## config.mk

```make
export PLATFORM = sky130hd
export DESIGN_NAME = texture_column_scaler_core
export DESIGN_NICKNAME = d
export VERILOG_FILES = /design/src/hdl/tcs_pkg.sv /design/src/hdl/texture_column_scaler_core.sv /design/src/hdl/tcs_datapath.sv /design/src/hdl/tcs_controller.sv
export SDC_FILE = /design/constraint.sdc
export NUM_CORES = 1
export LEC_CHECK = 0
export ABC_CLOCK_PERIOD_IN_PS = 7500
export BUFFER_PORTS_ARGS = -buffer_cell sky130_fd_sc_hd__buf_2
export CELL_PAD_IN_SITES_DETAIL_PLACEMENT = 1
export CELL_PAD_IN_SITES_GLOBAL_PLACEMENT = 1
export CORE_MARGIN = 2
export CORE_UTILIZATION = 49
export CTS_CLUSTER_DIAMETER = 60
export DETAILED_ROUTE_END_ITERATION = 16
export HOLD_SLACK_MARGIN = 0.12
export PLACE_DENSITY_LB_ADDON = 0.1
export SLEW_MARGIN = 25
export SYNTH_ARGS = -nofsm -noshare
export SYNTH_HDL_FRONTEND = slang
export SYNTH_SLANG_ARGS = --single-unit
export TNS_END_PERCENT = 10
```

## constraint.sdc

```tcl
create_clock -name i_clk -period 7.5 [get_ports i_clk]
set_input_delay 1.5 -clock i_clk [delete_from_list [all_inputs] [get_ports i_clk]]
set_output_delay 1.5 -clock i_clk [all_outputs]
set_load 0.005 [all_outputs]
```

## src/hdl/tcs_pkg.sv

```systemverilog
// Shared types and constants for the texture column scaler.
`timescale 1ns / 1ps

package tcs_pkg;

    // Default number of logical screen rows.
    localparam int VIEW_ROWS_DEF = 50;

    // Field widths fixed by the slice format.
    localparam int COLUMN_W = 8;
    localparam int TEX_W    = 16;
    localparam int DIST_W   = 16;
    localparam int PAIR_W   = 7;
    localparam int ROW_W    = 6;

    // Scaled distance is bits [15:6] of the 16-bit product.
    localparam int SCALED_LSB = 6;
    localparam int SCALED_W   = DIST_W - SCALED_LSB;

    // Height = 65535 / (24 * scaled); the quotient never exceeds 2730.
    localparam int H_W        = 12;
    localparam int DIVISOR_W  = 15;
    localparam int DIV_STEPS  = 16;
    localparam int DIV_CNT_W  = $clog2(DIV_STEPS);
    localparam logic [H_W-1:0] HEIGHT_AT_ZERO = 12'd2730;

    // Texture walk: one-hot pointer and 16/height accumulator.
    localparam logic [TEX_W-1:0] TEX_TOP = 16'h8000;
    localparam int ACC_W      = 15;
    localparam logic [ACC_W-1:0] TEX_STEP = 15'd16;

    // Clipped slices skip ahead by up to seven texels in three steps.
    localparam int SKIP_STEPS = 3;
    localparam int SKIP_K_W   = 2;

    // Controller states.
    typedef enum logic [2:0] {
        ST_IDLE,
        ST_DIV,
        ST_SETUP,
        ST_SKIP,
        ST_EMIT,
        ST_STEP
    } t_state;

    // Commands from the controller to the datapath.
    typedef struct packed {
        logic load;
        logic div_step;
        logic setup;
        logic skip_step;
        logic row_adv;
        logic sub;
    } t_dp_cmd;

    // Status from the datapath to the controller.
    typedef struct packed {
        logic div_last;
        logic h_zero;
        logic clip;
        logic skip_last;
        logic last_row;
        logic acc_ge_h;
    } t_dp_status;

endpackage

```

## src/hdl/texture_column_scaler_core.sv

```systemverilog
// Top level of the texture column scaler: controller plus datapath.
`timescale 1ns / 1ps
//
// Usage: one request on the input channel describes one wall slice (column,
// light and dark texture columns, distance and correction factor). The block
// answers with one row result per visible screen row, top to bottom, with
// o_last high on the final row of the slice. Both channels use valid/ready.
// A request is accepted only while the block is idle; the next one is taken
// in the cycle after the last row of the previous slice is delivered.
// The first row is offered once the request has passed through the bit-serial
// divider for the height and the setup state; a slice taller than the screen
// also passes through the skip state, which skips texels.
// Before every further row the step state moves the texel pointer down one
// texel per cycle, and the next row is offered only once the walk is done.
// When the receiver stalls, the current row is held unchanged until taken.
// Reset (synchronous, active low) returns the controller to idle and drops
// any slice in progress; the datapath registers need no reset.
//

module texture_column_scaler_core #(
    parameter int VIEW_ROWS = tcs_pkg::VIEW_ROWS_DEF
) (
    input  logic                          i_clk,
    input  logic                          i_rst_n,
    input  logic                          i_in_valid,
    output logic                          o_in_ready,
    input  logic [tcs_pkg::COLUMN_W-1:0]  i_column,
    input  logic [tcs_pkg::TEX_W-1:0]     i_light_bits,
    input  logic [tcs_pkg::TEX_W-1:0]     i_dark_bits,
    input  logic [tcs_pkg::DIST_W-1:0]    i_distance,
    input  logic [tcs_pkg::DIST_W-1:0]    i_dist_scale,
    output logic                          o_out_valid,
    input  logic                          i_out_ready,
    output logic [tcs_pkg::PAIR_W-1:0]    o_pixel_pair,
    output logic [tcs_pkg::ROW_W-1:0]     o_row,
    output logic                          o_light_pixel,
    output logic                          o_dark_pixel,
    output logic                          o_last
);

    tcs_pkg::t_dp_cmd    dp_cmd;
    tcs_pkg::t_dp_status dp_status;

    // Sequencing of the divide, skip and row phases.
    tcs_controller u_ctrl (
        .i_clk       (i_clk),
        .i_rst_n     (i_rst_n),
        .i_in_valid  (i_in_valid),
        .o_in_ready  (o_in_ready),
        .o_out_valid (o_out_valid),
        .i_out_ready (i_out_ready),
        .i_status    (dp_status),
        .o_cmd       (dp_cmd)
    );

    // Arithmetic and row state.
    tcs_datapath #(
        .VIEW_ROWS (VIEW_ROWS)
    ) u_dp (
        .i_clk         (i_clk),
        .i_rst_n       (i_rst_n),
        .i_cmd         (dp_cmd),
        .o_status      (dp_status),
        .i_column      (i_column),
        .i_light_bits  (i_light_bits),
        .i_dark_bits   (i_dark_bits),
        .i_distance    (i_distance),
        .i_dist_scale  (i_dist_scale),
        .o_pixel_pair  (o_pixel_pair),
        .o_row         (o_row),
        .o_light_pixel (o_light_pixel),
        .o_dark_pixel  (o_dark_pixel),
        .o_last        (o_last)
    );

endmodule

```

## src/hdl/tcs_datapath.sv

```systemverilog
// Datapath of the texture column scaler: height divider, texture walk and row counters.
`timescale 1ns / 1ps

module tcs_datapath #(
    parameter int VIEW_ROWS = tcs_pkg::VIEW_ROWS_DEF
) (
    input  logic                          i_clk,
    input  logic                          i_rst_n,
    input  tcs_pkg::t_dp_cmd              i_cmd,
    output tcs_pkg::t_dp_status           o_status,
    input  logic [tcs_pkg::COLUMN_W-1:0]  i_column,
    input  logic [tcs_pkg::TEX_W-1:0]     i_light_bits,
    input  logic [tcs_pkg::TEX_W-1:0]     i_dark_bits,
    input  logic [tcs_pkg::DIST_W-1:0]    i_distance,
    input  logic [tcs_pkg::DIST_W-1:0]    i_dist_scale,
    output logic [tcs_pkg::PAIR_W-1:0]    o_pixel_pair,
    output logic [tcs_pkg::ROW_W-1:0]     o_row,
    output logic                          o_light_pixel,
    output logic                          o_dark_pixel,
    output logic                          o_last
);

    localparam int CNT_W  = $clog2(VIEW_ROWS + 1);
    localparam int RCNT_W = (CNT_W > tcs_pkg::ROW_W) ? CNT_W : tcs_pkg::ROW_W;

    // Slice registers.
    logic [tcs_pkg::PAIR_W-1:0]    r_pair;
    logic [tcs_pkg::TEX_W-1:0]     r_light, r_dark;
    logic [tcs_pkg::SCALED_W-1:0]  r_scaled;
    logic [tcs_pkg::DIVISOR_W-1:0] r_rem;
    logic [tcs_pkg::H_W-1:0]       r_quo;
    logic [tcs_pkg::DIV_CNT_W-1:0] r_div_cnt;
    logic [tcs_pkg::H_W-1:0]       r_h;
    logic [tcs_pkg::ACC_W-1:0]     r_acc;
    logic [tcs_pkg::TEX_W-1:0]     r_pos;
    logic [tcs_pkg::SKIP_K_W-1:0]  r_skip_k;
    logic [RCNT_W-1:0]             r_row;
    logic [CNT_W-1:0]              r_left;

    logic [tcs_pkg::DIST_W-1:0]    product;
    logic [tcs_pkg::DIST_W-1:0]    divisor;
    logic [tcs_pkg::DIST_W-1:0]    rem_sh;
    logic                          rem_ge;
    logic [tcs_pkg::H_W-1:0]       h_calc;
    logic [tcs_pkg::ACC_W-1:0]     skip_cmp;
    logic [2:0]                    skip_sh;
    logic [tcs_pkg::ACC_W-1:0]     acc_step;

    // Low 16 bits of distance times scale, as on a 16-bit target.
    assign product = i_distance * i_dist_scale;

    // Restoring division of all-ones by 24 * scaled, one quotient bit a cycle.
    assign divisor = tcs_pkg::DIST_W'({r_scaled, 4'b0000})
                   + tcs_pkg::DIST_W'({r_scaled, 3'b000});
    assign rem_sh  = {r_rem, 1'b1};
    assign rem_ge  = (rem_sh >= divisor);

    // Height with the zero-distance override.
    assign h_calc = (r_scaled == '0) ? tcs_pkg::HEIGHT_AT_ZERO : r_quo;

    // Skip step compares against height shifted by 2, 1, then 0.
    assign skip_cmp = tcs_pkg::ACC_W'(r_h) << r_skip_k;
    assign skip_sh  = 3'b001 << r_skip_k;
    assign acc_step = r_acc + tcs_pkg::TEX_STEP;

    // Registers.
    always_ff @(posedge i_clk) begin
        if (i_cmd.load) begin
            r_pair    <= i_column[tcs_pkg::COLUMN_W-1:1];
            r_light   <= i_light_bits;
            r_dark    <= i_dark_bits;
            r_scaled  <= product[tcs_pkg::DIST_W-1:tcs_pkg::SCALED_LSB];
            r_rem     <= '0;
            r_quo     <= '0;
            r_div_cnt <= '0;
        end
        if (i_cmd.div_step) begin
            r_div_cnt <= r_div_cnt + 1'b1;
            r_quo     <= {r_quo[tcs_pkg::H_W-2:0], rem_ge};
            if (rem_ge) begin
                r_rem <= tcs_pkg::DIVISOR_W'(rem_sh - divisor);
            end else begin
                r_rem <= tcs_pkg::DIVISOR_W'(rem_sh);
            end
        end
        if (i_cmd.setup) begin
            r_h      <= h_calc;
            r_pos    <= tcs_pkg::TEX_TOP;
            r_skip_k <= tcs_pkg::SKIP_K_W'(tcs_pkg::SKIP_STEPS - 1);
            if (h_calc > tcs_pkg::H_W'(VIEW_ROWS)) begin
                // Clipped: start at row 0 and preload the accumulator with 8 * (h - rows).
                r_acc  <= tcs_pkg::ACC_W'({h_calc - tcs_pkg::H_W'(VIEW_ROWS), 3'b000});
                r_row  <= '0;
                r_left <= CNT_W'(VIEW_ROWS);
            end else begin
                // Centered: rows fit, so height fits the row counter.
                r_acc  <= '0;
                r_row  <= RCNT_W'((CNT_W'(VIEW_ROWS) - h_calc[CNT_W-1:0]) >> 1);
                r_left <= h_calc[CNT_W-1:0];
            end
        end
        if (i_cmd.skip_step) begin
            r_skip_k <= r_skip_k - 1'b1;
            if (r_acc >= skip_cmp) begin
                r_acc <= r_acc - skip_cmp;
                r_pos <= r_pos >> skip_sh;
            end
        end
        if (i_cmd.row_adv) begin
            r_acc  <= acc_step;
            r_row  <= r_row + 1'b1;
            r_left <= r_left - 1'b1;
        end
        if (i_cmd.sub) begin
            r_acc <= r_acc - tcs_pkg::ACC_W'(r_h);
            r_pos <= r_pos >> 1;
        end
    end

    // Status for the controller.
    always_comb begin
        o_status.div_last  = (r_div_cnt == tcs_pkg::DIV_CNT_W'(tcs_pkg::DIV_STEPS - 1));
        o_status.h_zero    = (h_calc == '0);
        o_status.clip      = (h_calc > tcs_pkg::H_W'(VIEW_ROWS));
        o_status.skip_last = (r_skip_k == '0);
        o_status.last_row  = (r_left == CNT_W'(1));
        o_status.acc_ge_h  = (r_acc >= tcs_pkg::ACC_W'(r_h));
    end

    // Row result fields.
    assign o_pixel_pair  = r_pair;
    assign o_row         = r_row[tcs_pkg::ROW_W-1:0];
    assign o_light_pixel = |(r_light & r_pos);
    assign o_dark_pixel  = |(r_dark & r_pos);
    assign o_last        = (r_left == CNT_W'(1));

    // Each delivered row takes exactly one off the remaining count.
    a_left_dec: assert property (@(posedge i_clk) disable iff (!i_rst_n)
        i_cmd.row_adv |=> r_left == CNT_W'($past(r_left) - 1'b1))
        else $error("row count did not step by one");

    // The texel pointer is one-hot or has run off the bottom.
    a_pos_onehot: assert property (@(posedge i_clk) disable iff (!i_rst_n)
        (i_cmd.row_adv || i_cmd.sub || i_cmd.skip_step) |=> $onehot0(r_pos))
        else $error("texel pointer lost its one-hot form");

endmodule

```

## src/hdl/tcs_controller.sv

```systemverilog
// Controller state machine of the texture column scaler.
`timescale 1ns / 1ps

module tcs_controller (
    input  logic                 i_clk,
    input  logic                 i_rst_n,
    input  logic                 i_in_valid,
    output logic                 o_in_ready,
    output logic                 o_out_valid,
    input  logic                 i_out_ready,
    input  tcs_pkg::t_dp_status  i_status,
    output tcs_pkg::t_dp_cmd     o_cmd
);

    tcs_pkg::t_state r_state, n_state;

    // State register.
    always_ff @(posedge i_clk) begin
        if (!i_rst_n) begin
            r_state <= tcs_pkg::ST_IDLE;
        end else begin
            r_state <= n_state;
        end
    end

    // Next state and commands.
    always_comb begin
        n_state     = r_state;
        o_cmd       = '0;
        o_in_ready  = 1'b0;
        o_out_valid = 1'b0;
        case (r_state)
            tcs_pkg::ST_IDLE: begin
                o_in_ready = 1'b1;
                if (i_in_valid) begin
                    o_cmd.load = 1'b1;
                    n_state    = tcs_pkg::ST_DIV;
                end
            end
            tcs_pkg::ST_DIV: begin
                o_cmd.div_step = 1'b1;
                if (i_status.div_last) begin
                    n_state = tcs_pkg::ST_SETUP;
                end
            end
            tcs_pkg::ST_SETUP: begin
                o_cmd.setup = 1'b1;
                if (i_status.h_zero) begin
                    n_state = tcs_pkg::ST_IDLE;
                end else if (i_status.clip) begin
                    n_state = tcs_pkg::ST_SKIP;
                end else begin
                    n_state = tcs_pkg::ST_EMIT;
                end
            end
            tcs_pkg::ST_SKIP: begin
                o_cmd.skip_step = 1'b1;
                if (i_status.skip_last) begin
                    n_state = tcs_pkg::ST_EMIT;
                end
            end
            tcs_pkg::ST_EMIT: begin
                o_out_valid = 1'b1;
                if (i_out_ready) begin
                    o_cmd.row_adv = 1'b1;
                    if (i_status.last_row) begin
                        n_state = tcs_pkg::ST_IDLE;
                    end else begin
                        n_state = tcs_pkg::ST_STEP;
                    end
                end
            end
            tcs_pkg::ST_STEP: begin
                // Move the texel pointer down once per height the accumulator holds.
                if (i_status.acc_ge_h) begin
                    o_cmd.sub = 1'b1;
                end else begin
                    n_state = tcs_pkg::ST_EMIT;
                end
            end
            default: begin
                n_state = tcs_pkg::ST_IDLE;
            end
        endcase
    end

    // A new request is never taken while a row is on offer.
    a_no_overlap: assert property (@(posedge i_clk) disable iff (!i_rst_n)
        !(o_in_ready && o_out_valid))
        else $error("input taken while a row is pending");

    // An accepted request always starts the height division.
    a_load_div: assert property (@(posedge i_clk) disable iff (!i_rst_n)
        (i_in_valid && o_in_ready) |=> r_state == tcs_pkg::ST_DIV)
        else $error("accepted request did not start the divider");

endmodule

```

After elaboration in Yosys (flattened, before gate mapping)
Cells that the tools add are included.
W data, S select, Z words.
{ "totals": {"register_bits": 140, "inputBits": 76} }
{ "classes": {"magnitude_cmp": 4, "bitwise_logic": 2, "reduce_logical": 10, "n_mul": 1, "shift": 3, "n_eq_ne": 12, "mux": 46, "addsub": 11} }
{ "ops": {"columns": ["cell", "n"], "rows": [
  ["$mux W15", 10],
  ["$mux W16", 3],
  ["$mux W12", 3],
  ["$and A16 B16 Y16", 2],
  ["$reduce_or A16 Y1", 2],
  ["$mux W6", 5],
  ["$sub A15 B15 Y15", 2],
  ["$mux W3", 8],
  ["$pmux W3 S6", 1],
  ["$ge A16 B15 Y1", 1],
  ["$mul A16 B16 Y16", 1],
  ["$shr A16 B3 Y16", 1],
  ["$add A14 B13 Y15", 1],
  ["$add A15 B5 Y15 const B", 1],
  ["$ge A15 B12 Y1", 1],
  ["$ge A15 B15 Y1", 1],
  ["$shl A12 B2 Y15", 1],
  ["$sub A15 B12 Y15", 1],
  ["$gt A12 B6 Y1 const B", 1],
  ["$logic_not A12 Y1", 1],
  ["$sub A12 B6 Y12 const B", 1],
  ["$mux W1", 11],
  ["$logic_not A10 Y1", 1],
  ["$ne A2 B2 Y1 const B", 5],
  ["18 further kinds", 24]
]} }

Logic depth before layout (Yosys ltp)
{ "depth": {"ltp_word": 9, "mapped_depth": 20, "ltp_nobuf": 19} }

Hierarchy
From an unflattened synthesis, not the netlist that was laid out.
{ "hier_totals": {"hier_cells": 1423, "hier_area_um2": 13272.7} }
{ "by_module_without_submodules": {"columns": ["module", "area_each_um2", "cells_each", "instances", "seq_area_each_um2"], "rows": [
  ["tcs_datapath", 12944.9, 1381, 1, 3863.7],
  ["tcs_controller", 327.8, 42, 1, 60.1]
]} }

Worst setup path before layout
OpenSTA, ideal clock, no wires.
{ "synth_timing": {"kind": "input -> register", "from": "in i_dist_scale[6] in the netlist's numbering", "to": "reg u_dp.r_scaled[9] in the netlist's numbering, data pin", "stages": 18, "setup_slack_ps": 823, "required_ps": 7227, "arrival_time_ps": 6404, "n_path_buf": 1, "path_cell_list": "clkbuf_1 > and2_1 > fa_1 > inv_1 > fa_1 > fa_1 > fa_1 > inv_1 > fa_1 > inv_1 > fa_1 > inv_1 > ha_1 > or3_1 > o21ai_1 > nor2_1 > a2111oi_0 > xnor2_1"} }
{ "synth_via": {"elab_chain_cells": 1} }
{ "synth_lines": {"columns": ["item", "line", "source"], "rows": [
  ["start, declared", "texture_column_scaler_core.sv:31", "input logic [tcs_pkg::DIST_W-1:0] i_dist_scale,"],
  ["$mul A16 B16 Y16", "tcs_datapath.sv:50", "assign product = i_distance * i_dist_scale;"],
  ["named net u_dp.product (one bit)", "tcs_datapath.sv:40", "logic [tcs_pkg::DIST_W-1:0] product;"],
  ["end signal, assigned", "tcs_datapath.sv:72", "r_scaled <= product[tcs_pkg::DIST_W-1:tcs_pkg::SCALED_LSB];"],
  ["end, declared", "tcs_datapath.sv:29", "logic [tcs_pkg::SCALED_W-1:0] r_scaled;"]
]} }
The timed path passes the listed nets, and every way through them passes these cells.
A chain may end at the register's enable or synchronous reset.

Final worst setup path
{ "layout_timing": {"from": "in i_distance[5] in the netlist's numbering", "to": "reg u_dp.r_scaled[9] in the netlist's numbering, data pin"} }
{ "layout_via": {"elab_chain_cells": 1} }
{ "layout_lines": {"columns": ["item", "line", "source"], "rows": [
  ["start, declared", "texture_column_scaler_core.sv:30", "input logic [tcs_pkg::DIST_W-1:0] i_distance,"],
  ["$mul A16 B16 Y16", "tcs_datapath.sv:50", null],
  ["named net u_dp.product (one bit)", "tcs_datapath.sv:40", null]
]} }
The timed path passes the listed nets, and every way through them passes these cells.

==> qor.log <==
INFO  status         result_of_the_run=completed
INFO  global_routing grt_pass1_vias=11068
INFO  worst_setup_path startpoint=i_distance[5]
INFO  worst_setup_path critical_path.reg2reg.endpoint=u_dp.r_rem[13]
INFO  place          buffer_ports.inserted=92
INFO  route          drcViolationCount=0
INFO  clock_tree     cts_hold_buffers=0
INFO  power_and_ir_drop max_ir_drop_vdd=0.355mV
INFO  route          drtAntennaViolNets=0
INFO  worst_setup_path worstPathMaxFanout=11
INFO  yosys          synth_nets=1684
INFO  timing         fin_crit_period=6.80ns
INFO  final_layout   diode_count=0
INFO  final_layout   synthToLayoutAreaGrowth=9.94%
INFO  global_routing global_route_wire_length_before_repair=58300µm
INFO  timing         finalSetupViolations=0
INFO  timing         hold_violations=0
INFO  yosys          synth_async_sr_flop_share=0%
INFO  final_layout   count_of_nets_after_finishing=1749
INFO  timing         max_clock_freq=0.147GHz
INFO  clock_tree     worst_setup_hold_path_clk_slew=0.07ns
INFO  yosys          postSynthAreaPerCell=9.36µm²
INFO  yosys          ys_dominant_reg_cell=edfxtp_1
INFO  route          detail_route.wirelength=35900µm
INFO  clock_tree     number_of_buffers_between_clock_root_and_the_deepest_sink=2
INFO  power_and_ir_drop power.static_leakage=6.43nW
INFO  global_routing antenna_found_initial=0
INFO  worst_hold_path hold-path-cell-count=2
INFO  yosys          post_synth_main_area_contributors=edfxtp_1 25%, fa_1 13%, ha_1 11%
INFO  worst_hold_path holdCritStartpoint=u_dp.r_pos[3]
INFO  yosys          synthCells=1410
INFO  global_routing grt_start_max_net_pins=50
INFO  global_routing grtUsageTotal=26.1%
INFO  clock_tree     cts-htree-levels=4
INFO  worst_hold_path min_to=u_dp.r_pos[2]
INFO  final_layout   drive_above_1_share=10.3%
INFO  route          dr_wl_cell=19.6µm
INFO  yosys          ys_ff_latch=140
INFO  clock_tree     postCtsResizedCells=0
INFO  yosys          synth_edf_count=112
INFO  yosys          yosys_warnings=0
INFO  worst_setup_path timing.reg2reg.setup_slack=3.17ns
INFO  final_layout   fin_area=0.0145mm²
INFO  yosys          synth_largest_area_cell=edfxtp_1
INFO  worst_setup_path reg2reg_from=u_dp.r_scaled[1]
INFO  yosys          synth.top_cells.by_count=168 x inv_1, 135 x nand2_1, 115 x ha_1
INFO  global_routing grt_overflow_total=0
INFO  timing         timing.clock.skew=0.0182ns
INFO  timing         slew_viol_final=0
INFO  flow_run       max-cap-violations=0
INFO  power_and_ir_drop powerDensity=490mW/mm²
INFO  floorplan      initial_utilization=49.4%
INFO  timing         rsz0062_at_grt=false
INFO  floorplan      fp.dieArea=0.0283mm²
INFO  clock_tree     cts_setup_buffers=0
INFO  yosys          yosys.cell_types.count=78
INFO  clock_tree     cts_root_buffer=clkbuf_16
INFO  yosys          netlist.area_leader.share=25.5%
INFO  clock_tree     number_of_buffers_inserted_during_clock_tree_synthesis=17
INFO  timing         totalNegativeSetupSlack=0ns
INFO  timing         actual_transition_at_the_worst_max_transition_pin=0.967ns
INFO  place          dp.final_hpwl=27400µm
INFO  yosys          mappedNetlistArea=0.0132mm²
INFO  worst_hold_path min_path_type=reg2reg
INFO  floorplan      io-pin-count=94
INFO  worst_setup_path startpoint_to_endpoint_class_of_the_critical_path=in2reg
INFO  worst_setup_path worst-endpoint-required=7.66ns
INFO  worst_setup_path count_of_cells_along_the_worst_register_to_register_path=17
INFO  floorplan      fp.dieW=168µm
INFO  place          post_dp_cell_area=0.0139mm²
INFO  floorplan      die_height=168µm
INFO  worst_setup_path worstPathArrival=6.95ns
INFO  clock_tree     clock_sink_count=140
INFO  route          drt_pre_antenna_iters=5
INFO  worst_setup_path worstSetupStartpointType=input port
INFO  route          drt_first_iter_violations=574
INFO  timing         final.period_utilization=90.6%
INFO  yosys          synth_most_common_cell=inv_1
INFO  route          detail_route.vias_per_cell=5.73
INFO  floorplan      floorplan.rows=60
INFO  clock_tree     clock_latency_on_the_worst_skew_pair=0.43ns
INFO  timing         relSlewSlack=35.5%
INFO  floorplan      floorplan.core_area=0.0267mm²
INFO  yosys          sequential_element_share_of_the_synthesized_area=29.7%
INFO  route          num_vias=10484
INFO  place          gp_routability_congestion=0.846
INFO  clock_tree     cts_tree=yes
INFO  worst_setup_path endpoint_kind=register
state kept, by name, indices dropped and copies added (netlist names), 7 cells and up:
name,cells
u_dp.r_pos,16
u_dp.r_dark,16
u_dp.r_acc,15
u_dp.r_h,12
u_dp.r_scaled,10
u_dp.r_quo,12
u_dp.r_light,16
u_dp.o_pixel_pair,7
u_dp.r_rem,15
stage by stage:
step | utilization (%) | total power, mW | setup slack [ns] | std cells | hold WS [ns]
6_report | 54.3 | 7.11 | 0.702 | 1829 | 0.569
5_1_grt | 54.3 | 7.80 | 0.455 | 1829 | 0.595
3_5_place_dp | 52.1 | 6.26 | 0.279 | 1797 | 0.555
2_1_floorplan | - | 5.08 | 0.823 | 1410 | 0.474
4_1_cts | 54.3 | 7.19 | 0.639 | 1829 | 0.568
3_3_place_gp | 52.1 | 6.08 | 0.514 | 1797 | 0.537
critical path: stages:
cell and delay [ns]:
buf_2 0.21, and2_1 0.20, fa_1 0.54, inv_1 0.05, fa_1 0.57, fa_1 0.44
fa_1 0.52, inv_1 0.06, fa_1 0.54, inv_1 0.07, fa_1 0.55, inv_1 0.06
ha_1 0.22, or3_1 0.38, o21ai_1 0.26, nor2_1 0.09, a2111oi_0 0.56, xnor2_1 0.14
cell families (layout without fill, tap and decap cells):
family | count (synthesis) | after routing | synth area share (%)
AND/OR/NAND/NOR | 440 | 440 | 16.1
AO/OA/AOI/OAI | 261 | 261 | 13.4
buffers and inverters | 222 | 300 | 6.61
adder cells (fa/ha/maj) | 198 | 198 | 23.5
flip-flops | 140 | 140 | 29.7
XOR/XNOR | 99 | 99 | 6.57
multiplexers | 50 | 50 | 4.19
layout by cell type, fill, tap and decap left out, types with 21 or more instances in the layout:
cell type	count
a21oi_1	69
a31oi_1	21
and2_1	77
and3_1	28
buf_2	92
dfxtp_1	28
edfxtp_1	112
fa_1	83
ha_1	115
inv_1	168
mux2i_1	44
nand2_1	135
nand3_1	26
nor2_1	103
nor3_1	22
o21ai_0	38
xnor2_1	72
xor2_1	27
power breakdown:
group	internal (mW)	total, mW	leakage [nW]	switching (mW)
combinational	2.01	4.61	4.82	2.59
sequential	1.30	1.63	1.32	0.333
clock	0.478	0.879	0.295	0.400
total	3.79	7.11	6.43	3.33
cell type report:
| type | count | area, µm² |
|---|---|---|
| clock inverter | 15 | 178 |
| tap | 341 | 427 |
| inverter | 168 | 631 |
| clock buffer | 17 | 425 |
| sequential | 140 | 3920 |
| multi-input combinational | 1048 | 8410 |
| fill | 3099 | 12200 |
| timing repair buffer | 100 | 520 |
routing by layer:
metal | wire length [µm] | track usage [%]
met5 | 0 | 0
met4 | 707 | 7.65
met3 | 1010 | 2.61
met2 | 18200 | 46.0
met1 | 15900 | 34.1
worst max path at each step:
| stage | end | cells past startpoint | slack [ns] |
|---|---|---|---|
| 4_1_cts | u_dp.r_scaled[9] | 18 | 0.64 |
| 3_3_place_gp | u_dp.r_scaled[9] | 18 | 0.51 |
| 3_5_place_dp | u_dp.r_scaled[9] | 18 | 0.28 |
| 5_1_grt | u_dp.r_scaled[9] | 18 | 0.46 |
| 2_1_floorplan | u_dp.r_scaled[9] | 18 | 0.82 |
| 6_report | u_dp.r_scaled[9] | 18 | 0.70 |
No activity file was read; power rests on OpenSTA's default activity.
